$ cat src/rtl/bsoc_pkg.sv
// bsoc_pkg: shared types, sizes and codes for the charge lookup block.
// No dependencies.
package bsoc_pkg;

    localparam int VOLTAGE_POINTS     = 5;
    localparam int TEMPERATURE_POINTS = 4;
    localparam int VI_W  = $clog2(VOLTAGE_POINTS);
    localparam int TI_W  = $clog2(TEMPERATURE_POINTS);
    localparam int TBL_N = VOLTAGE_POINTS * TEMPERATURE_POINTS;
    localparam int TBL_W = $clog2(TBL_N);
    localparam logic [14:0] FULL_CHARGE = 15'd25600;

    typedef enum logic [1:0] {
        t_ACT_COMPUTE = 2'd0,
        t_ACT_LOAD_V  = 2'd1,
        t_ACT_LOAD_T  = 2'd2,
        t_ACT_LOAD_C  = 2'd3
    } t_action;

    localparam logic [1:0] REG_RES = 2'd0;
    localparam logic [1:0] REG_LOW = 2'd1;
    localparam logic [1:0] REG_HIGH = 2'd2;

    typedef enum logic [2:0] {
        t_ST_IDLE,
        t_ST_MUL,
        t_ST_SCAN,
        t_ST_DIV,
        t_ST_BLEND,
        t_ST_OUT
    } t_state;

endpackage

$ cat src/rtl/battery_soc_bilinear_lookup.sv
// battery_soc_bilinear_lookup: top level, control sequencer and stores.
// Depends on bsoc_pkg and bsoc_divider.
//
// Usage: input words arrive on i_valid/o_ready with action and operands;
// load words fill breakpoints and the charge table and give no result.
// A compute word runs a sequence: a shift-add multiply of current by
// series resistance, an interval scan over the breakpoints (one interval
// per cycle), two restoring divisions in a shared divider, and four
// shift-add weight products. If Voc is at or below the low limit or at or
// above the high limit, the sequence goes from the multiply straight to
// the output with 0 or full charge. No new word is taken while a
// sequence runs.
// The result word sits in an output register on o_valid/i_ready; the block
// takes a new word only once it is taken, so a stalled receiver holds the input.
// Reset restores the configuration registers to 512, 200 and 400; the
// stores are left undefined and must be loaded before use.
// Configuration is written through i_cfg_we/i_cfg_index/i_cfg_data.
module battery_soc_bilinear_lookup (
    input  logic        i_clk,
    input  logic        i_rst_n,
    input  logic        i_cfg_we,
    input  logic [1:0]  i_cfg_index,
    input  logic [11:0] i_cfg_data,
    input  logic        i_valid,
    output logic        o_ready,
    input  logic [1:0]  i_action,
    input  logic [2:0]  i_row_index,
    input  logic [2:0]  i_column_index,
    input  logic signed [9:0]  i_load_value,
    input  logic [14:0] i_pack_voltage,
    input  logic signed [15:0] i_pack_current,
    input  logic signed [11:0] i_cell_temperature,
    output logic        o_valid,
    input  logic        i_ready,
    output logic [14:0] o_state_of_charge
);
    localparam int VP = bsoc_pkg::VOLTAGE_POINTS;
    localparam int TP = bsoc_pkg::TEMPERATURE_POINTS;

    logic [11:0] r_res;
    logic [8:0]  r_low, r_high;
    logic [8:0]  r_vbp [VP];
    logic signed [7:0] r_tbp [TP];
    logic [6:0]  r_tbl [bsoc_pkg::TBL_N];

    bsoc_pkg::t_state r_st, n_st;
    logic signed [33:0] r_voc;      // 2^-16 V
    logic signed [11:0] r_temp;
    logic [15:0] r_cur;             // current multiplier, shifted out
    logic [4:0]  r_cnt;
    logic [3:0]  r_scan;
    logic [bsoc_pkg::VI_W-1:0] r_vi;
    logic [bsoc_pkg::TI_W-1:0] r_ti;
    logic [16:0] r_vf, r_tf;
    logic        r_phase;           // 0 voltage divide, 1 temperature
    logic [1:0]  r_corner;
    logic [49:0] r_acc;             // sum in 2^-32 percent
    logic [33:0] r_w;               // weight product being formed
    logic [16:0] r_mb;              // multiplier bits, shifted out
    logic [14:0] r_soc;
    logic        r_ovalid;

    // cfg
    always_ff @(posedge i_clk) begin
        if (!i_rst_n) begin
            r_res <= 12'd512; r_low <= 9'd200; r_high <= 9'd400;
        end else if (i_cfg_we) begin
            case (i_cfg_index)
                bsoc_pkg::REG_RES:  r_res  <= i_cfg_data;
                bsoc_pkg::REG_LOW:  r_low  <= i_cfg_data[8:0];
                bsoc_pkg::REG_HIGH: r_high <= i_cfg_data[8:0];
                default: ;
            endcase
        end
    end

    logic w_acc_in;
    assign o_ready  = (r_st == bsoc_pkg::t_ST_IDLE) && !r_ovalid;
    assign w_acc_in = i_valid && o_ready;

    // stores
    always_ff @(posedge i_clk) begin
        if (w_acc_in) begin
            case (bsoc_pkg::t_action'(i_action))
                bsoc_pkg::t_ACT_LOAD_V:
                    if (32'(i_column_index) < VP)
                        r_vbp[i_column_index[bsoc_pkg::VI_W-1:0]] <= i_load_value[8:0];
                bsoc_pkg::t_ACT_LOAD_T:
                    if (32'(i_row_index) < TP)
                        r_tbp[i_row_index[bsoc_pkg::TI_W-1:0]] <= i_load_value[7:0];
                bsoc_pkg::t_ACT_LOAD_C:
                    if (32'(i_row_index) < TP && 32'(i_column_index) < VP)
                        r_tbl[bsoc_pkg::TBL_W'(32'(i_row_index) * VP + 32'(i_column_index))]
                            <= i_load_value[6:0];
                default: ;
            endcase
        end
    end

    // scan step: one interval of each axis per cycle
    logic signed [33:0] w_va, w_vb;
    logic signed [15:0] w_ta, w_tb;
    logic w_vhit, w_thit, w_vok, w_tok;
    logic [bsoc_pkg::VI_W-1:0] w_vidx;
    logic [bsoc_pkg::TI_W-1:0] w_tidx;
    always_comb begin
        w_vok = 32'(r_scan) + 1 < VP;
        w_tok = 32'(r_scan) + 1 < TP;
        w_vidx = w_vok ? r_scan[bsoc_pkg::VI_W-1:0] : '0;
        w_tidx = w_tok ? r_scan[bsoc_pkg::TI_W-1:0] : '0;
        w_va = {9'd0, r_vbp[w_vidx], 16'd0};
        w_vb = {9'd0, r_vbp[w_vidx + 1'b1], 16'd0};
        w_ta = {{4{r_tbp[w_tidx][7]}}, r_tbp[w_tidx], 4'd0};
        w_tb = {{4{r_tbp[w_tidx + 1'b1][7]}}, r_tbp[w_tidx + 1'b1], 4'd0};
        w_vhit = w_vok && r_voc > w_va && r_voc <= w_vb;
        w_thit = w_tok && 16'(r_temp) > w_ta && 16'(r_temp) <= w_tb;
    end
    logic r_vfound, r_tfound;

    // divider
    logic        w_dstart, w_ddone;
    logic [40:0] w_dnum;
    logic [17:0] w_dden;
    logic [16:0] w_dq;
    logic signed [33:0] w_vdiff;
    logic signed [15:0] w_tdiff;
    always_comb begin
        w_vdiff = r_voc - {9'd0, r_vbp[r_vi], 16'd0};
        w_tdiff = 16'(r_temp) - {{4{r_tbp[r_ti][7]}}, r_tbp[r_ti], 4'd0};
        // the temperature operands are needed from the cycle the first quotient lands
        if (!r_phase && !w_ddone) begin
            w_dnum = {7'd0, w_vdiff};
            w_dden = {9'd0, r_vbp[r_vi + 1'b1] - r_vbp[r_vi]};
        end else begin
            w_dnum = {13'd0, w_tdiff[15:0], 12'd0};
            w_dden = {10'd0, 8'(r_tbp[r_ti + 1'b1] - r_tbp[r_ti])};
        end
    end

    bsoc_divider u_div (
        .i_clk(i_clk), .i_rst_n(i_rst_n), .i_start(w_dstart),
        .i_num(w_dnum), .i_den(w_dden), .o_done(w_ddone), .o_quot(w_dq)
    );

    // corner selection
    logic [bsoc_pkg::TBL_W-1:0] w_cidx;
    logic [16:0] w_fa, w_fb;
    always_comb begin
        w_cidx = bsoc_pkg::TBL_W'((32'(r_ti) + 32'(r_corner[1])) * VP
                 + 32'(r_vi) + 32'(r_corner[0]));
        w_fa = r_corner[0] ? r_vf : 17'(18'h10000 - 18'(r_vf));
        w_fb = r_corner[1] ? r_tf : 17'(18'h10000 - 18'(r_tf));
    end

    logic signed [33:0] w_voc0, w_lo, w_hi;
    always_comb begin
        w_voc0 = 34'(i_pack_voltage) <<< 10;
        w_lo = {9'd0, r_low, 16'd0};
        w_hi = {9'd0, r_high, 16'd0};
    end

    logic [49:0] w_round;
    assign w_round = (r_acc + 50'(1 << 23)) >> 24;

    // next state
    always_comb begin
        n_st = r_st;
        case (r_st)
            bsoc_pkg::t_ST_IDLE:
                if (w_acc_in && i_action == bsoc_pkg::t_ACT_COMPUTE) n_st = bsoc_pkg::t_ST_MUL;
            bsoc_pkg::t_ST_MUL:
                if (r_cnt == 5'd16) begin
                    if (r_voc <= w_lo || r_voc >= w_hi) n_st = bsoc_pkg::t_ST_OUT;
                    else n_st = bsoc_pkg::t_ST_SCAN;
                end
            bsoc_pkg::t_ST_SCAN:
                if (r_scan == 4'd7) n_st = bsoc_pkg::t_ST_DIV;
            bsoc_pkg::t_ST_DIV:
                if (w_ddone && r_phase) n_st = bsoc_pkg::t_ST_BLEND;
            bsoc_pkg::t_ST_BLEND:
                if (r_corner == 2'd3 && r_cnt == 5'd18) n_st = bsoc_pkg::t_ST_OUT;
            bsoc_pkg::t_ST_OUT: n_st = bsoc_pkg::t_ST_IDLE;
            default: n_st = bsoc_pkg::t_ST_IDLE;
        endcase
    end

    // outputs of the sequencer
    assign w_dstart = (r_st == bsoc_pkg::t_ST_SCAN && r_scan == 4'd7)
                   || (r_st == bsoc_pkg::t_ST_DIV && w_ddone && !r_phase);

    always_ff @(posedge i_clk) begin
        if (!i_rst_n) begin
            r_st <= bsoc_pkg::t_ST_IDLE; r_ovalid <= 1'b0;
        end else begin
            r_st <= n_st;
            if (r_ovalid && i_ready) r_ovalid <= 1'b0;
            if (r_st == bsoc_pkg::t_ST_OUT) r_ovalid <= 1'b1;
        end
        case (r_st)
            bsoc_pkg::t_ST_IDLE: begin
                r_voc <= w_voc0; r_temp <= i_cell_temperature;
                r_cur <= i_pack_current;
                r_cnt <= '0;
            end
            bsoc_pkg::t_ST_MUL: begin
                // one multiplier bit per cycle; the sign bit weighs negative
                if (r_cnt != 5'd16) begin
                    if (r_cur[0]) begin
                        if (r_cnt == 5'd15)
                            r_voc <= r_voc - (34'(r_res) << r_cnt);
                        else
                            r_voc <= r_voc + (34'(r_res) << r_cnt);
                    end
                    r_cur <= r_cur >> 1;
                    r_cnt <= r_cnt + 5'd1;
                end
                r_scan <= '0; r_vi <= '0; r_ti <= '0;
                r_vfound <= 1'b0; r_tfound <= 1'b0;
                r_vf <= '0; r_tf <= '0; r_phase <= 1'b0;
            end
            bsoc_pkg::t_ST_SCAN: begin
                if (w_vhit && !r_vfound) begin r_vi <= w_vidx; r_vfound <= 1'b1; end
                if (w_thit && !r_tfound) begin r_ti <= w_tidx; r_tfound <= 1'b1; end
                r_scan <= r_scan + 4'd1;
            end
            bsoc_pkg::t_ST_DIV: begin
                if (w_ddone) begin
                    if (!r_phase) r_vf <= r_vfound ? w_dq : 17'd0;
                    else r_tf <= r_tfound ? w_dq : 17'd0;
                    r_phase <= 1'b1;
                end
                r_corner <= '0; r_cnt <= '0; r_acc <= '0;
            end
            bsoc_pkg::t_ST_BLEND: begin
                // weight fa*fb by shift-add over all 17 bits, then scale by the table entry
                if (r_cnt == 5'd0) begin
                    r_w <= '0; r_mb <= w_fb; r_cnt <= 5'd1;
                end else if (r_cnt != 5'd18) begin
                    if (r_mb[0]) r_w <= r_w + (34'(w_fa) << (r_cnt - 5'd1));
                    r_mb <= r_mb >> 1;
                    r_cnt <= r_cnt + 5'd1;
                end else begin
                    r_acc <= r_acc + 50'(r_w) * 50'(r_tbl[w_cidx]);
                    r_corner <= r_corner + 2'd1;
                    r_cnt <= '0;
                end
            end
            bsoc_pkg::t_ST_OUT: begin
                if (r_voc <= w_lo) r_soc <= '0;
                else if (r_voc >= w_hi) r_soc <= bsoc_pkg::FULL_CHARGE;
                else if (w_round > 50'(bsoc_pkg::FULL_CHARGE)) r_soc <= bsoc_pkg::FULL_CHARGE;
                else r_soc <= w_round[14:0];
            end
            default: ;
        endcase
    end

    assign o_valid = r_ovalid;
    assign o_state_of_charge = r_soc;

`ifndef SYNTHESIS
    a_no_accept_busy: assert property (@(posedge i_clk) disable iff (!i_rst_n)
        r_st != bsoc_pkg::t_ST_IDLE |-> !o_ready)
        else $error("word accepted while busy");
    a_soc_range: assert property (@(posedge i_clk) disable iff (!i_rst_n)
        o_valid |-> o_state_of_charge <= bsoc_pkg::FULL_CHARGE)
        else $error("charge above full");
    a_out_from_seq: assert property (@(posedge i_clk) disable iff (!i_rst_n)
        $rose(o_valid) |-> $past(r_st) == bsoc_pkg::t_ST_OUT)
        else $error("result without sequence");
`endif
endmodule

$ cat src/rtl/bsoc_divider.sv
// bsoc_divider: restoring divider, one quotient bit per cycle.
// No dependencies.
module bsoc_divider (
    input  logic        i_clk,
    input  logic        i_rst_n,
    input  logic        i_start,
    input  logic [40:0] i_num,
    input  logic [17:0] i_den,
    output logic        o_done,
    output logic [16:0] o_quot
);
    logic [40:0] r_num, n_num;
    logic [17:0] r_rem, n_rem;
    logic [16:0] r_q, n_q;
    logic [5:0]  r_cnt, n_cnt;
    logic        r_busy, n_busy, r_done, n_done;
    logic [18:0] w_trial;

    always_comb begin
        n_num = r_num; n_rem = r_rem; n_q = r_q; n_cnt = r_cnt;
        n_busy = r_busy; n_done = 1'b0;
        w_trial = {r_rem, r_num[40]} - {1'b0, i_den};
        if (i_start) begin
            n_num = i_num; n_rem = '0; n_q = '0; n_cnt = 6'd41; n_busy = 1'b1;
        end else if (r_busy) begin
            n_num = {r_num[39:0], 1'b0};
            if (!w_trial[18]) begin
                n_rem = w_trial[17:0];
                n_q   = {r_q[15:0], 1'b1};
            end else begin
                n_rem = {r_rem[16:0], r_num[40]};
                n_q   = {r_q[15:0], 1'b0};
            end
            n_cnt = r_cnt - 6'd1;
            if (r_cnt == 6'd1) begin
                n_busy = 1'b0; n_done = 1'b1;
            end
        end
    end

    always_ff @(posedge i_clk) begin
        if (!i_rst_n) begin
            r_busy <= 1'b0; r_done <= 1'b0; r_cnt <= '0;
        end else begin
            r_busy <= n_busy; r_done <= n_done; r_cnt <= n_cnt;
        end
        r_num <= n_num; r_rem <= n_rem; r_q <= n_q;
    end

    assign o_done = r_done;
    assign o_quot = r_q;
endmodule

$ cat config.mk
export PLATFORM = sky130hd
export DESIGN_NAME = battery_soc_bilinear_lookup
export DESIGN_NICKNAME = d
export VERILOG_FILES = /design/src/rtl/bsoc_pkg.sv /design/src/rtl/battery_soc_bilinear_lookup.sv /design/src/rtl/bsoc_divider.sv
export SDC_FILE = /design/constraint.sdc
export NUM_CORES = 2
export LEC_CHECK = 0
export ABC_AREA = 0
export BUFFER_PORTS_ARGS = -buffer_cell sky130_fd_sc_hd__buf_2
export CAP_MARGIN = 0
export CORE_MARGIN = 8
export CORE_UTILIZATION = 50
export CTS_CLUSTER_SIZE = 10
export DETAILED_ROUTE_END_ITERATION = 6
export PLACE_DENSITY_LB_ADDON = 0.2
export SLEW_MARGIN = 20
export SYNTH_ARGS = -nofsm -noshare
export SYNTH_HDL_FRONTEND = slang
export SYNTH_HIERARCHICAL = 1
export SYNTH_SLANG_ARGS = --single-unit
export TNS_END_PERCENT = 30
$ cat constraint.sdc
create_clock -name i_clk -period 12.18 [get_ports i_clk]
set_clock_uncertainty 0.1 [all_clocks]
set_input_delay 0.609 -clock i_clk [delete_from_list [all_inputs] [get_ports i_clk]]
set_output_delay 0.609 -clock i_clk [all_outputs]
set_load 0.1 [all_outputs]
==> summary.txt <==
GRT
  • Global-route wire length before repair: 182000 um
  • Vias in the first global route: 32280
  • Grt ovf: 0
  • Initial antenna violation count: 6
  • Largest net degree at the start of global routing: 68
  • All-Layer GR Usage: a little under a quarter

Route
  • First-pass iteration count of the detailed router: 6
  • Via count: 33470
  • Routed Wire Length: approximately 110000 um
  • DRT antenna net count: 0
  • Post-route DRC: 0
  • Routed WL per cell: 19.98 um
  • Vias per std cell: approximately 5.8
  • DR iter-0 viols: 2619

Setup path
  • Reg2Reg Depth: 25
  • Critical path startpoint category: flop
  • Slowest cell delay on critical path: 0.90 ns
  • Critical R2R Launch: r_ti[0]
  • CP Capture Type: flop
  • Critical-path top delay cell: ha_2
  • Crit Reg-Reg Endpoint: r_acc[48]
  • Reg2reg setup slack: 1.82 ns
  • Worst EP arrival: approximately 11 ns
  • Critical Path RT: 12.49 ns
  • Critical Setup Path Class: reg2reg
  • CP most frequent cell: fa_1
  • Worst-path fanout max: 25

Floorplan
  • Die Width: between 300 and 400 um
  • Placement Rows: 109
  • Die height: 314.8 um
  • Core area: 88370 um2
  • Die ar.: roughly 100000 um2
  • Num ports: 97
  • Initial Utilization: 50.50%

STA
  • Final hold vios: 0
  • Setup TNS: 0 ns
  • FMAX: 96.53 MHz
  • Slew Viols, Final: 0
  • Tcrit/Tclk final: 85.05%
  • RSZ-0062 raised after global routing: no
  • Slew Limit Headroom: 21.82%
  • Min Tclk post-route: just over 10 ns
  • Final setup vio count: 0
  • Worst Tran Pin Value: 1.168 ns

Place
  • IO Port Bufs: 95
  • GPL Wtd Cong: 0.9005
  • Post-DP HPWL: about 86000 um

CTS
  • Post-cts resize count: 0
  • Clock Root Buffer: clkbuf_16
  • CTS max path bufs: 3
  • Clock latency at the later pin of the worst-skew pair: 0.66 ns
  • Clk slew on worst S/H paths: around 0.06 ns
  • CTS sink cnt: 571
  • CTS Buf Count: 73
  • Max H-tree Level: 3
  • CTS tree: built

Layout
  • Filler instances: 7871
  • Most frequent cells in the layout: nand2_1 (515), edfxtp_1 (489), inv_1 (392)
  • Commonest non-fill, non-tap cell in the layout: nand2_1
  • Nets: 5088
  • Area grow syn2layout: 9.367%
  • Reg area: roughly 16000 um2
  • Ratio of cells with drive above 1 in the final layout: approximately a tenth
  • Area of the multi-input gates: 26300 um2

Synthesis
  • Most common flop cell mapped by yosys: edfxtp_1
  • Cells after Synth: ~4500
  • Async set or reset register ratio after synthesis: 0%
  • Post-synthesis cell area: 44630 um2
  • EDFF count, synth: 489
  • Cell variety after synth: 99
  • Yosys Warn Count: 6
  • Synthesized flop and latch total: 571
  • Sequential area share after synthesis: 36.58%
  • Syn_area_per_cell: approximately 10 um2

Worst hold path
  • Hold WC Path Type: in2reg
  • Hold_sp: i_cell_temperature[9]
  • Hold Path Sink: r_temp[9]
  • Hold Path Stages: 1

Run status
  • Status: finished clean

Run
  • Max-Cap Viols: 0
==> cell families after synthesis <==
logic type,Yosys count,synth area share (%)
other cells,1,0.008403
xor+xnor,227,4.486
buf+inv,582,4.996
simple gates,1528,16.36
fa+ha+maj,474,16.79
flops,571,36.58
compound gates,807,11.66
mux,276,9.120
==> final cells by class <==
class                   instances  area share [%]
multi-input cells            3328           53.87
flip-flops and latches        571           33.45
clock buffers                  99           4.089
inverters                     396           3.045
well taps                    1165           2.986
repair buffers                164           2.087
clock inverters                17          0.4486
diodes                          4         0.02051
==> cells in the mapped netlist, types with 25 or more instances <==
master / number / area, um2
nand2_1: 517 / 1941
edfxtp_1: 489 / 14680
inv_1: 392 / 1471
nor2_1: 380 / 1426
ha_1: 266 / 3328
a21oi_1: 216 / 1081
fa_1: 208 / 4164
o21ai_0: 175 / 875.8
nor2b_1: 148 / 925.9
clkbuf_1: 143 / 536.8
xnor2_1: 138 / 1209
mux2i_1: 107 / 1071
and2_1: 104 / 650.6
mux4_2: 96 / 2162
xor2_1: 88 / 770.7
dfxtp_1: 82 / 1642
a21o_1: 81 / 608.1
nand3_1: 78 / 390.4
mux2_2: 72 / 810.8
nor3_1: 71 / 355.3
nand2b_1: 47 / 294.0
o21a_1: 45 / 337.8
a211oi_1: 37 / 277.8
a31oi_1: 37 / 231.5
and3_1: 34 / 212.7
nand4_1: 30 / 187.7
buf_1: 25 / 93.84
==> worst max-delay path: cells and delay by family, from the launching register on <==
kind / cells / cell delay, ns
multiplexers: 3 / 1.89
XOR/XNOR: 1 / 0.18
AO/OA/AOI/OAI: 8 / 2.50
AND/OR/NAND/NOR: 3 / 0.47
flip-flops: 1 / 0.84
buffers and inverters: 3 / 0.38
adder cells (fa/ha/maj): 7 / 3.66
==> registers in the layout (all words and copies together) (netlist names), 12 cells and up, named ones only <==
name / count
r_tbl: 140
r_acc: 50
r_vbp: 45
u_div/r_num: 41
r_voc: 34
r_w: 34
r_tbp: 32
u_div/r_rem: 18
r_mb: 17
r_tf: 17
r_vf: 17
u_div/o_quot: 17
r_cur: 16
o_state_of_charge: 15
r_res: 12
r_temp: 12
==> metrics by stage <==
stage / hold slack [ns] / cell area, um2 / util (%) / instances / setup WS [ns]
floorplan: 0.3512 / 44680 / - / 4481 / 3.331
global placement: 0.3792 / 46460 / 52.58 / 5614 / 1.911
detailed placement: 0.3797 / 46460 / 52.58 / 5614 / 1.833
CTS: 0.001448 / 48780 / 55.19 / 5740 / 1.797
global route: 0.01379 / 48800 / 55.22 / 5740 / 1.155
finish: 0.04644 / 48810 / 55.23 / 5744 / 1.821
==> what timing repair did <==
action                     4_1_cts  5_1_grt
setup endpoints to repair        0        0
hold endpoints to repair        10        0
hold buffers                    10        0
buffers inserted                 0        0
==> routing by layer <==
metal / vias to the layer above / routed length [um] / track usage (%)
li1: 15920 / - / -
met1: 16350 / 50700 / 31.90
met2: 1033 / 53590 / 37.02
met3: 174 / 7307 / 3.503
met4: 0 / 3188 / 6.816
met5: - / 0 / 0
==> how the worst max path moves through the flow <==
stage / start / depth (start not counted) / slack, ns / to
2_1_floorplan: r_corner[1] / 28 / 3.33 / r_acc[44]
3_3_place_gp: r_ti[0] / 25 / 1.91 / r_acc[48]
3_5_place_dp: r_ti[0] / 25 / 1.83 / r_acc[48]
4_1_cts: r_ti[0] / 25 / 1.80 / r_acc[48]
5_1_grt: r_ti[0] / 25 / 1.15 / r_acc[48]
6_report: r_ti[0] / 25 / 1.82 / r_acc[48]
Power is not shown: default switching activity piles up to over one toggle a cycle in this logic, so the estimate is an artifact.
